==> config.mk <==
export PLATFORM = sky130hd
export DESIGN_NAME = aru_queue
export DESIGN_NICKNAME = d
export VERILOG_FILES = /design/src/hdl/aru_pkg.sv /design/src/hdl/aru_queue.sv
export SDC_FILE = /design/constraint.sdc
export NUM_CORES = 1
export LEC_CHECK = 0
export BUFFER_PORTS_ARGS = -buffer_cell sky130_fd_sc_hd__buf_2
export CORE_MARGIN = 5
export CORE_UTILIZATION = 30
export CTS_CLUSTER_SIZE = 12
export DETAILED_ROUTE_END_ITERATION = 10
export RECOVER_POWER = 25
export SLEW_MARGIN = 5
export SYNTH_ARGS = -nofsm -noshare
export SYNTH_HDL_FRONTEND = slang
export SYNTH_SLANG_ARGS = --single-unit
==> constraint.sdc <==
create_clock -name clk -period 10.5 [get_ports clk]
set_input_delay 2.625 -clock clk [delete_from_list [all_inputs] [get_ports clk]]
set_output_delay 2.625 -clock clk [all_outputs]
set_load 0.01 [all_outputs]
==> src/hdl/aru_pkg.sv <==
`timescale 1ns / 1ps
`default_nettype none

package aru_pkg;

  // sequencing position inside an event frame
  typedef enum logic [1:0] {
    PH_BLOCK  = 2'd0,
    PH_MODULE = 2'd1,
    PH_DATA   = 2'd2,
    PH_FILLER = 2'd3
  } frame_phase_t;

  // class of one result
  typedef enum logic [2:0] {
    WK_BLOCK_HDR  = 3'd0,
    WK_MODULE_HDR = 3'd1,
    WK_HIT        = 3'd2,
    WK_EXT_STAMP  = 3'd3,
    WK_END_EVENT  = 3'd4,
    WK_OTHER      = 3'd5,
    WK_BROKEN     = 3'd6,
    WK_HIST_READ  = 3'd7
  } word_kind_t;

  // histogram action carried to the back part
  typedef enum logic [1:0] {
    HOP_NONE = 2'd0,
    HOP_INC  = 2'd1,
    HOP_READ = 2'd2
  } hist_op_t;

  localparam logic [10:0] SIG_HIT       = 11'b00000100000;
  localparam logic [10:0] SIG_EXT_STAMP = 11'b00000100100;
  localparam logic [1:0]  EOE_MARK      = 2'b11;

  localparam int unsigned QUEUE_DEPTH = 4;
  localparam int unsigned QPTR_W      = 2;
  localparam int unsigned QCNT_W      = 3;

  // one classified item, everything but the bin content
  typedef struct packed {
    word_kind_t  kind;
    logic [4:0]  hit_channel;
    logic [12:0] hit_value;
    logic [6:0]  hit_count;
    logic [15:0] extended_stamp;
    logic [29:0] event_stamp;
    logic [31:0] broken_events;
    logic        frame_end;
    hist_op_t    hop;
    logic [4:0]  hist_channel;
    logic [12:0] hist_bin;
  } item_rec_t;

endpackage

`default_nettype wire

==> src/hdl/aru_queue.sv <==
`timescale 1ns / 1ps
`default_nettype none

module aru_queue (
  input  wire logic               clk,
  input  wire logic               rst_n,
  input  wire logic               push,
  input  wire aru_pkg::item_rec_t push_rec,
  input  wire logic               pop,
  output aru_pkg::item_rec_t      head_rec,
  output logic                    not_empty,
  output logic                    full
);

  aru_pkg::item_rec_t slot_r [aru_pkg::QUEUE_DEPTH];
  logic [aru_pkg::QPTR_W-1:0] wr_ptr_r;
  logic [aru_pkg::QPTR_W-1:0] rd_ptr_r;
  logic [aru_pkg::QCNT_W-1:0] count_r;

  assign head_rec  = slot_r[rd_ptr_r];
  assign not_empty = (count_r != '0);
  assign full      = (count_r == aru_pkg::QCNT_W'(aru_pkg::QUEUE_DEPTH));

  always_ff @(posedge clk) begin
    if (push) begin
      slot_r[wr_ptr_r] <= push_rec;
    end
  end

  always_ff @(posedge clk) begin
    if (!rst_n) begin
      wr_ptr_r <= '0;
      rd_ptr_r <= '0;
      count_r  <= '0;
    end else begin
      if (push) begin
        wr_ptr_r <= wr_ptr_r + aru_pkg::QPTR_W'(1);
      end
      if (pop) begin
        rd_ptr_r <= rd_ptr_r + aru_pkg::QPTR_W'(1);
      end
      if (push && !pop) begin
        count_r <= count_r + aru_pkg::QCNT_W'(1);
      end else if (pop && !push) begin
        count_r <= count_r - aru_pkg::QCNT_W'(1);
      end
    end
  end

endmodule

`default_nettype wire

==> flow_metrics.tcl <==
set metrics [dict create \
    status "complete, no violations" \
    synth-seq-cells 517 \
    routed_wl_um 38750 \
    cp_cell_sequence "buf_4 -> mux4_2 -> buf_2" \
    slowest_delay_ps 1010 \
    crit_buf_inv 2 \
    critPathCaptureType "primary output" \
    die_w_um 259.9 \
    finalSetupViolCount 0 \
    final_net_count 1143 \
    drt_pass1_iterations 4 \
    synth.avg_cell_area_um2 26.54 \
    multi_input_area_mm2 0.003122 \
    syn_to_final_growth_pct 20.14 \
    drv_cap 0 \
    grtUsageMet3_pct 4.350 \
    path_delay_family "flip-flops" \
    synth_top_cell_by_area "edfxtp_1" \
    setup_slack_ps 4577 \
    grt_usage_pct 11.29 \
    postCtsSetupBuffers 0 \
    row_count 91 \
    relSlewSlack_pct 33.30 \
    fmax_mhz 168.8 \
    yosysWarningCount 0 \
    startpoint_type "register" \
    cts.sinks 517 \
    period_share_pct 56.41 \
    nFillCells 5690 \
    slowest_stage "dfxtp_4" \
    vias_per_cell 4.431 \
    start_util_pct 30.31 \
    cts_root_buf "clkbuf_16" \
    place_hpwl_um 23040 \
    htreeDepth 2 \
    die_area_mm2 0.06757 \
    antenna_found_initial 9 \
    grt_start_max_net_pins 57 \
    final_util_pct 36.42 \
    regArea_mm2 0.01544 \
    hold_class "reg2reg" \
    rsz0062_at_grt "no" \
    hold_buffers 0 \
    final_cell_mix "508 x edfxtp_1, 178 x buf_2, 127 x mux4_2" \
    antenna_left 0 \
    syn_nets 843 \
    synth_area_leaders "edfxtp_1 81%, mux4_2 15%, dfxtp_1 0.96%, buf_2 0.37%, ha_1 0.33%" \
    final_max_slew_viol_count 0 \
    met2_usage_pct 18.05 \
    period_minus_slack_ps 5923 \
    grt-ovfl-total 0 \
    final_cells 1879 \
    placed_cells 1786 \
    drt_iter0_markers 592 \
    grt_pass1_vias 9146 \
    vias 8326 \
    timing.setup.tns_ps 0 \
    synthesis.area_mm2 0.01874 \
    ys_seq_area_share_pct 82.36 \
    cts_max_path_buffers 3 \
    crit_arrival_ps 3300 \
    io_buffers 259 \
    crit_fanout 46 \
    cts_buffers 55 \
    tritoncts "yes" \
    peakVddDrop_mv 0.1275 \
    tightestPinTransition_ps 1001 \
    grt_pass1_wl_um 57830 \
    syn_inst 706 \
    worstSetupPathType "reg2out" \
    synth_top_area_share_pct 81.40 \
    io_pins 260 \
    fin_hold_ws_ps 501.2 \
    p_per_area_mw_per_mm2 203.1 \
    clk_pin_slew_worst_paths_ps 60 \
    required_ps 7880 \
    layout-drive-gt1-share_pct 37.69 \
    drc 0 \
    gp_congestion 0.6817 \
    met1_usage_pct 14.47 \
    post-place-ws_ps 5003 \
    wire_per_inst_um 20.62 \
    cts-resized-gates 0 \
    synth_cell_types 21 \
    clock_latency_ps 590 \
    fin_worst_skew_ps 19.24 \
    final_common_cell "edfxtp_1" \
    p_leak_nw 7.217 \
    core-area_mm2 0.06183 \
    top_usage_layer "met2" \
    hold_violations 0 \
    die_h_um 259.9 \
]
==> worst paths after layout <==
path	startpoint	endpoint	slack, ps	cells past startpoint
worst min-delay path	count_r[2]	count_r[2]	500	2
worst max-delay path	register	head_rec[27]	4580	3
worst min register to register	count_r[2]	count_r[2]	500	2
worst max register to register	wr_ptr_r[0]	slot_r[0][97]	8220	4
==> cells in the mapped netlist <==
| master | count |
|---|---|
| xnor2_1 | 2 |
| buf_6 | 2 |
| or3_1 | 2 |
| buf_4 | 2 |
| mux4_2 | 127 |
| and2_1 | 9 |
| nor3b_1 | 1 |
| dfxtp_1 | 9 |
| buf_8 | 3 |
| o21ai_0 | 1 |
| fa_1 | 1 |
| buf_2 | 14 |
| edfxtp_1 | 508 |
| inv_1 | 4 |
| a21boi_0 | 1 |
| xor2_1 | 3 |
| nand2_1 | 1 |
| ha_1 | 5 |
| clkbuf_1 | 7 |
| nor2b_1 | 2 |
| mux2i_1 | 2 |
==> layer usage <==
layer | wire length, µm | share of wire (%)
met2 | 18780 | 48
met4 | 843 | 2.2
met5 | 81 | 0.21
met1 | 15810 | 41
met3 | 3233 | 8.3
==> sequential cells by signal, indices dropped and copies added (netlist names), named ones only <==
name / cells
slot_r: 508
count_r: 3
rd_ptr_r: 2
wr_ptr_r: 2
==> metrics by stage <==
step | cell area [µm²] | total power [mW]
5_1_grt | 22510 | 4.772
3_5_place_dp | 21010 | 2.885
3_3_place_gp | 21010 | 2.875
2_1_floorplan | 18740 | 2.698
4_1_cts | 22610 | 4.659
6_report | 22510 | 4.572
==> report_power, final <==
group	leakage (nW)	switching, mW	internal, mW	total, mW
registers	4.74	0.0348	2.37	2.41
logic	1.69	0.225	0.185	0.411
clock network	0.783	0.752	1.00	1.75
==> worst register-to-register path, stage by stage (launching register included) <==
cell,delay [ps]
dfxtp_1,350
inv_1,90
ha_1,150
and2_4,470
buf_4,740
==> logic make-up after synthesis <==
| kind of cell | count (synthesis) | share of synthesized area (%) |
|---|---|---|
| adders and majority gates | 6 | 0.4407 |
| xor gates and xnor gates | 5 | 0.2337 |
| muxes | 129 | 15.37 |
| AOI/OAI and AO/OA | 2 | 0.06675 |
| buffers and inverters | 32 | 1.035 |
| and+or+nand+nor | 15 | 0.4940 |
| DFF | 517 | 82.36 |
==> cell type report <==
cell class / count / share of cell area (%)
diodes: 2 / 0.02223
clock buffers: 69 / 6.347
clock inverters: 22 / 0.7502
inverters: 4 / 0.06669
multi-input cells: 157 / 13.87
flip-flops and latches: 517 / 68.59
well taps: 837 / 4.652
repair buffers: 271 / 5.707
Note: power is estimated with default switching activity, not from simulation.
