**src/hdl/aru_pkg.sv**
```systemverilog
`timescale 1ns / 1ps
`default_nettype none

package aru_pkg;

  // sequencing position inside an event frame
  typedef enum logic [1:0] {
    PH_BLOCK  = 2'd0,
    PH_MODULE = 2'd1,
    PH_DATA   = 2'd2,
    PH_FILLER = 2'd3
  } frame_phase_t;

  // class of one result
  typedef enum logic [2:0] {
    WK_BLOCK_HDR  = 3'd0,
    WK_MODULE_HDR = 3'd1,
    WK_HIT        = 3'd2,
    WK_EXT_STAMP  = 3'd3,
    WK_END_EVENT  = 3'd4,
    WK_OTHER      = 3'd5,
    WK_BROKEN     = 3'd6,
    WK_HIST_READ  = 3'd7
  } word_kind_t;

  // histogram action carried to the back part
  typedef enum logic [1:0] {
    HOP_NONE = 2'd0,
    HOP_INC  = 2'd1,
    HOP_READ = 2'd2
  } hist_op_t;

  localparam logic [10:0] SIG_HIT       = 11'b00000100000;
  localparam logic [10:0] SIG_EXT_STAMP = 11'b00000100100;
  localparam logic [1:0]  EOE_MARK      = 2'b11;

  localparam int unsigned QUEUE_DEPTH = 4;
  localparam int unsigned QPTR_W      = 2;
  localparam int unsigned QCNT_W      = 3;

  // one classified item, everything but the bin content
  typedef struct packed {
    word_kind_t  kind;
    logic [4:0]  hit_channel;
    logic [12:0] hit_value;
    logic [6:0]  hit_count;
    logic [15:0] extended_stamp;
    logic [29:0] event_stamp;
    logic [31:0] broken_events;
    logic        frame_end;
    hist_op_t    hop;
    logic [4:0]  hist_channel;
    logic [12:0] hist_bin;
  } item_rec_t;

endpackage

`default_nettype wire

```
**src/hdl/aru_front.sv**
```systemverilog
`timescale 1ns / 1ps
`default_nettype none

module aru_front #(
  parameter int unsigned NUM_CHANNELS = 32,
  parameter int unsigned NUM_BINS     = 8192,
  parameter int unsigned MAX_HITS     = 96
) (
  input  wire logic              clk,
  input  wire logic              rst_n,
  input  wire logic              accept,
  input  wire logic              operation,
  input  wire logic [31:0]       data_word,
  input  wire logic [4:0]        query_channel,
  input  wire logic [12:0]       query_bin,
  output aru_pkg::item_rec_t     rec
);

  localparam logic [5:0]  CH_LIMIT  = 6'(NUM_CHANNELS);
  localparam logic [13:0] BIN_LIMIT = 14'(NUM_BINS);
  localparam logic [6:0]  HIT_SAT   = 7'(MAX_HITS - 1);

  aru_pkg::frame_phase_t phase_r, phase_nxt;
  logic [12:0] words_left_r, words_left_nxt;
  logic [6:0]  hits_r, hits_nxt;
  logic [15:0] ext_r, ext_nxt;
  logic [29:0] evt_r, evt_nxt;
  logic [31:0] broken_r, broken_nxt;

  logic [12:0] len;
  logic [12:0] wl_dec;
  logic [10:0] sig;
  logic [4:0]  w_ch;
  logic [12:0] w_val;
  logic        hit_in_range;
  logic        query_in_range;

  assign len    = data_word[12:0];
  assign sig    = data_word[31:21];
  assign w_ch   = data_word[20:16];
  assign w_val  = data_word[12:0];
  assign wl_dec = (words_left_r != 13'd0) ? words_left_r - 13'd1 : words_left_r;

  assign hit_in_range   = ({1'b0, w_ch} < CH_LIMIT) && ({1'b0, w_val} < BIN_LIMIT);
  assign query_in_range = ({1'b0, query_channel} < CH_LIMIT)
                       && ({1'b0, query_bin} < BIN_LIMIT);

  // next state
  always_comb begin
    phase_nxt = phase_r;
    if (!operation) begin
      unique case (phase_r)
        aru_pkg::PH_BLOCK: begin
          if (len > 13'd1) begin
            phase_nxt = aru_pkg::PH_MODULE;
          end else if (len == 13'd1) begin
            phase_nxt = aru_pkg::PH_FILLER;
          end else begin
            phase_nxt = aru_pkg::PH_BLOCK;
          end
        end
        aru_pkg::PH_MODULE: phase_nxt = aru_pkg::PH_DATA;
        aru_pkg::PH_FILLER: phase_nxt = aru_pkg::PH_BLOCK;
        aru_pkg::PH_DATA: begin
          phase_nxt = (wl_dec == 13'd0) ? aru_pkg::PH_BLOCK : aru_pkg::PH_DATA;
        end
        default: phase_nxt = aru_pkg::PH_BLOCK;
      endcase
    end
  end

  // outputs and event registers
  always_comb begin
    words_left_nxt = words_left_r;
    hits_nxt       = hits_r;
    ext_nxt        = ext_r;
    evt_nxt        = evt_r;
    broken_nxt     = broken_r;
    rec              = '0;
    rec.kind         = aru_pkg::WK_OTHER;
    rec.hop          = aru_pkg::HOP_NONE;
    if (operation) begin
      rec.kind         = aru_pkg::WK_HIST_READ;
      rec.hist_channel = query_channel;
      rec.hist_bin     = query_bin;
      if (query_in_range) begin
        rec.hop = aru_pkg::HOP_READ;
      end
    end else begin
      unique case (phase_r)
        aru_pkg::PH_BLOCK: begin
          rec.kind = aru_pkg::WK_BLOCK_HDR;
          hits_nxt = '0;
          ext_nxt  = '0;
          evt_nxt  = '0;
          if (len > 13'd1) begin
            words_left_nxt = len - 13'd1;
          end else if (len == 13'd0) begin
            rec.frame_end = 1'b1;
          end
        end
        aru_pkg::PH_MODULE: rec.kind = aru_pkg::WK_MODULE_HDR;
        aru_pkg::PH_FILLER: begin
          rec.kind      = aru_pkg::WK_BROKEN;
          broken_nxt    = broken_r + 32'd1;
          rec.frame_end = 1'b1;
        end
        aru_pkg::PH_DATA: begin
          words_left_nxt = wl_dec;
          rec.frame_end  = (wl_dec == 13'd0);
          if (sig == aru_pkg::SIG_HIT) begin
            rec.kind         = aru_pkg::WK_HIT;
            rec.hit_channel  = w_ch;
            rec.hit_value    = w_val;
            rec.hist_channel = w_ch;
            rec.hist_bin     = w_val;
            hits_nxt         = (hits_r >= HIT_SAT) ? HIT_SAT : hits_r + 7'd1;
            if (hit_in_range) begin
              rec.hop = aru_pkg::HOP_INC;
            end
          end else if (sig == aru_pkg::SIG_EXT_STAMP) begin
            rec.kind = aru_pkg::WK_EXT_STAMP;
            ext_nxt  = data_word[15:0];
          end else if (data_word[31:30] == aru_pkg::EOE_MARK) begin
            rec.kind = aru_pkg::WK_END_EVENT;
            evt_nxt  = data_word[29:0];
          end
        end
        default: rec.kind = aru_pkg::WK_OTHER;
      endcase
    end
    rec.hit_count      = hits_nxt;
    rec.extended_stamp = ext_nxt;
    rec.event_stamp    = evt_nxt;
    rec.broken_events  = broken_nxt;
  end

  always_ff @(posedge clk) begin
    if (!rst_n) begin
      phase_r      <= aru_pkg::PH_BLOCK;
      words_left_r <= '0;
      hits_r       <= '0;
      ext_r        <= '0;
      evt_r        <= '0;
      broken_r     <= '0;
    end else if (accept) begin
      phase_r      <= phase_nxt;
      words_left_r <= words_left_nxt;
      hits_r       <= hits_nxt;
      ext_r        <= ext_nxt;
      evt_r        <= evt_nxt;
      broken_r     <= broken_nxt;
    end
  end

endmodule

`default_nettype wire

```
**config.mk**
```make
export PLATFORM = sky130hd
export DESIGN_NAME = aru_front
export DESIGN_NICKNAME = d
export VERILOG_FILES = /design/src/hdl/aru_pkg.sv /design/src/hdl/aru_front.sv
export SDC_FILE = /design/constraint.sdc
export NUM_CORES = 1
export LEC_CHECK = 0
export ABC_CLOCK_PERIOD_IN_PS = 2400
export BUFFER_PORTS_ARGS = -buffer_cell sky130_fd_sc_hd__buf_2
export CORE_UTILIZATION = 48
export CTS_CLUSTER_DIAMETER = 60
export DETAILED_ROUTE_END_ITERATION = 10
export HOLD_SLACK_MARGIN = 0.08
export PLACE_DENSITY = 0.82
export SYNTH_ARGS = -nofsm -noshare
export SYNTH_HDL_FRONTEND = slang
export SYNTH_SLANG_ARGS = --single-unit
```
**constraint.sdc**
```tcl
create_clock -name clk -period 2.4 [get_ports clk]
set_input_delay 0 -clock clk [delete_from_list [all_inputs] [get_ports clk]]
set_output_delay 0 -clock clk [all_outputs]
set_load 0.03 [all_outputs]
```
==> impl_metrics.csv <==
group,metric,value,unit
clocking,cts.path.max_buffers,2,
logic_synthesis,yosysMostFrequentCell,"nand2_1",
timing,slew_violations,0,
die,placementRows,41,
place,place_congestion,0.8911,
routing,final_antenna_net_count,0,
global_routing,met1_usage,0.3654,
pwr,p_clk_frac,0.397,
global_routing,grt_pass1_vias,6197,
logic_synthesis,seq_area_frac_synth,0.3143,
clocking,numCtsBuffers,9,
worst_setup_path,start_kind,"flip-flop",
die,coreArea,0.01277,mm2
pwr,combinationalPowerShare,0.187,
logic_synthesis,synth_cell_types,67,
logic_synthesis,syn_area,0.006370,mm2
pwr,p_per_area,491.3,mW/mm2
logic_synthesis,ys_ff_latch,100,
global_routing,met3_usage,0.06540,
die,initial_core_util,0.4987,
pwr,switchingPower,1176,uW
timing,hold_ws,107.3,ps
place,pre_cts_ws,50.52,ps
pwr,power_switching_share,0.2877,
timing,hold_viol,0,
worst_setup_path,worstSetupStartpoint,"words_left_r[0]",
die,ioPinCount,181,
routing,vias_per_cell,5.806,
global_routing,antenna_found_initial,0,
die,die_x,117.2,um
logic_synthesis,synthCells,835,
min_path,min_path_type,"input port to flip-flop",
worst_setup_path,arrival,2510,ps
worst_setup_path,r2r_start,"words_left_r[0]",
place,dpl.hpwl,13.79,mm
logic_synthesis,synthTopCellsByArea,"dfxtp_1, nand2_1, a22o_1",
layout,diodes,0,
routing,vias,6990,
logic_synthesis,syn-num-nets,895,
logic_synthesis,ys.flop_type,"dfxtp_1",
global_routing,globalRoute.busiestLayer,"met2",
timing,setup_tns,-110.9,ps
timing,worstMarginPinSlew,749.7,ps
pwr,ir_drop,429.5,uV
worst_setup_path,end_kind,"output pin",
worst_setup_path,worstPathMaxFanout,4,
clocking,cts_sinks,100,
worst_setup_path,critPathKind,"flip-flop to output pin",
logic_synthesis,ys_warn_count,0,
clocking,clkLatencyLatePin,350,ps
logic_synthesis,synth.top_cell.area_share,0.3143,
routing,drt_iter0_drc,715,
logic_synthesis,avgSynthCellArea,7.629,um2
timing,rsz0062_at_grt,"true",
pwr,internal_power,2912,uW
status,status,"finished with violations",
layout,synthToLayoutAreaGrowth,30.64,%
clocking,cts.clk_slew.worst_paths,70,ps
logic_synthesis,synth_area_leader_cell,"dfxtp_1",
timing,setup_violations,1,
place,numPortBuffers,180,
worst_setup_path,cp.required,2400,ps
global_routing,grt_pass1_wl,31.05,mm
timing,timing.final.crit_share,1.046,
global_routing,grt.total_usage,0.2933,
clocking,cts_tree,"yes",
pwr,totalPowerFinal,4089,uW
timing,finClkSkew,11.90,ps
min_path,worstHoldStart,"data_word[18]",
layout,nNetsFinal,1087,
clocking,ctsRootBufferMaster,"clkbuf_16",
logic_synthesis,synth_edf_count,0,
timing,timing.fmax,0.3983,GHz
routing,drt-total-wl,20.33,mm
pwr,p_leak,0.003758,uW
timing,setup_slack,-110.9,ps
routing,wl_per_cell,16.89,um
pwr,p_seq_frac,0.416,
timing,fin_crit,2511,ps
logic_synthesis,synthArstFlopShare,0,
die,die_y,117.2,um
die,die_area,0.01373,mm2
run,drv_cap,0,
timing,relSlewSlack,0.4939,
status,violations,"setup timing",
layout,drive_above_1_share,0.2888,
global_routing,met2_usage,0.4867,
routing,drc_errors,0,
clocking,cts_max_level,3,
logic_synthesis,yosys-top-cells-count,"nand2_1, dfxtp_1, nor2_1",
global_routing,grt_overflow,0,
global_routing,grt_max_degree,67,
routing,dr.pass1.iters,5,
area by class of cell:
cell class / instances / area [um2]
Fill cell: 1039 / 4452
Multi-Input combinational cell: 652 / 4178
Sequential cell: 100 / 2011
Timing Repair Buffer: 251 / 1538
Clock buffer: 9 / 225.2
Tap cell: 172 / 215.2
Clock inverter: 7 / 106.4
Inverter: 13 / 48.80
power by group through the flow:
stage	clock network, uW	registers (uW)	logic [uW]
floorplan	0	1730	399
global placement	0	1730	617
detailed placement	0	1730	618
CTS	1650	1700	689
global route	1720	1700	815
finish	1620	1700	766
through the flow:
stage	utilization	instances	cell area, um2
2_1_floorplan	-	835	6374
3_3_place_gp	0.5853	1153	7476
3_5_place_dp	0.5853	1153	7476
4_1_cts	0.6378	1199	8147
5_1_grt	0.6515	1204	8322
6_report	0.6515	1204	8322
layout by cell type, fill, tap and decap left out, types with 9 or more instances in the layout:
cell type	count
a21oi_1	66
xnor2_1	31
nand3_1	33
dlygate4sd3_1	22
inv_1	10
nand4_1	17
nor2_1	84
o21ai_0	26
xor2_1	36
buf_2	178
buf_4	43
dfxtp_1	95
and2_1	23
clkbuf_16	9
a22oi_1	17
a22o_1	46
nand2_1	118
nor3_1	12
a21o_1	18
sequential cells by signal (all words and copies together) (netlist names):
signal,cells
phase_r,2
ext_r,16
hits_r,7
evt_r,30
broken_r,32
words_left_r,13
critical path: stages (launching register included):
cell and delay (ps):
dfxtp_2 330, inv_2 80, ha_1 220, nor4b_4 300, and3_4 280, o21ai_0 150, nor4_2 270, nand4_1 170
o21ai_2 210, buf_6 150
metal layers:
layer / share of wire / up-vias
li1: - / 3333
met1: 0.41 / 3278
met2: 0.48 / 329
met3: 0.078 / 50
met4: 0.029 / 0
met5: 0 / -
kinds of logic (layout without fill, tap and decap cells):
family / count (synthesis) / count (layout) / share of synthesized area
xor gates and xnor gates: 68 / 68 / 0.09350
muxes: 8 / 8 / 0.01316
buffers and inverters: 83 / 280 / 0.05657
AOI/OAI and AO/OA: 213 / 213 / 0.2243
DFF: 100 / 100 / 0.3143
adders and majority gates: 6 / 6 / 0.01179
and+or+nand+nor: 357 / 357 / 0.2864
path summary, 6_finish.rpt:
path | to | slack (ps) | depth (start not counted)
min | evt_r[18] | 110 | 4
max reg2reg | phase_r[1] | 150 | 9
max | rec[20] | -110 | 9
min reg2reg | evt_r[9] | 470 | 2
repair_timing:
action | 4_1_cts | 5_1_grt
pin swaps | 7 | 12
buffers inserted | 8 | 9
setup endpoints to repair | 5 | 15
resized for setup | 16 | 32
hold buffers | 22 | 0
cloned | 0 | 0
endpoints found under the hold margin | 22 | 0
(Power assumes the default switching activity.)
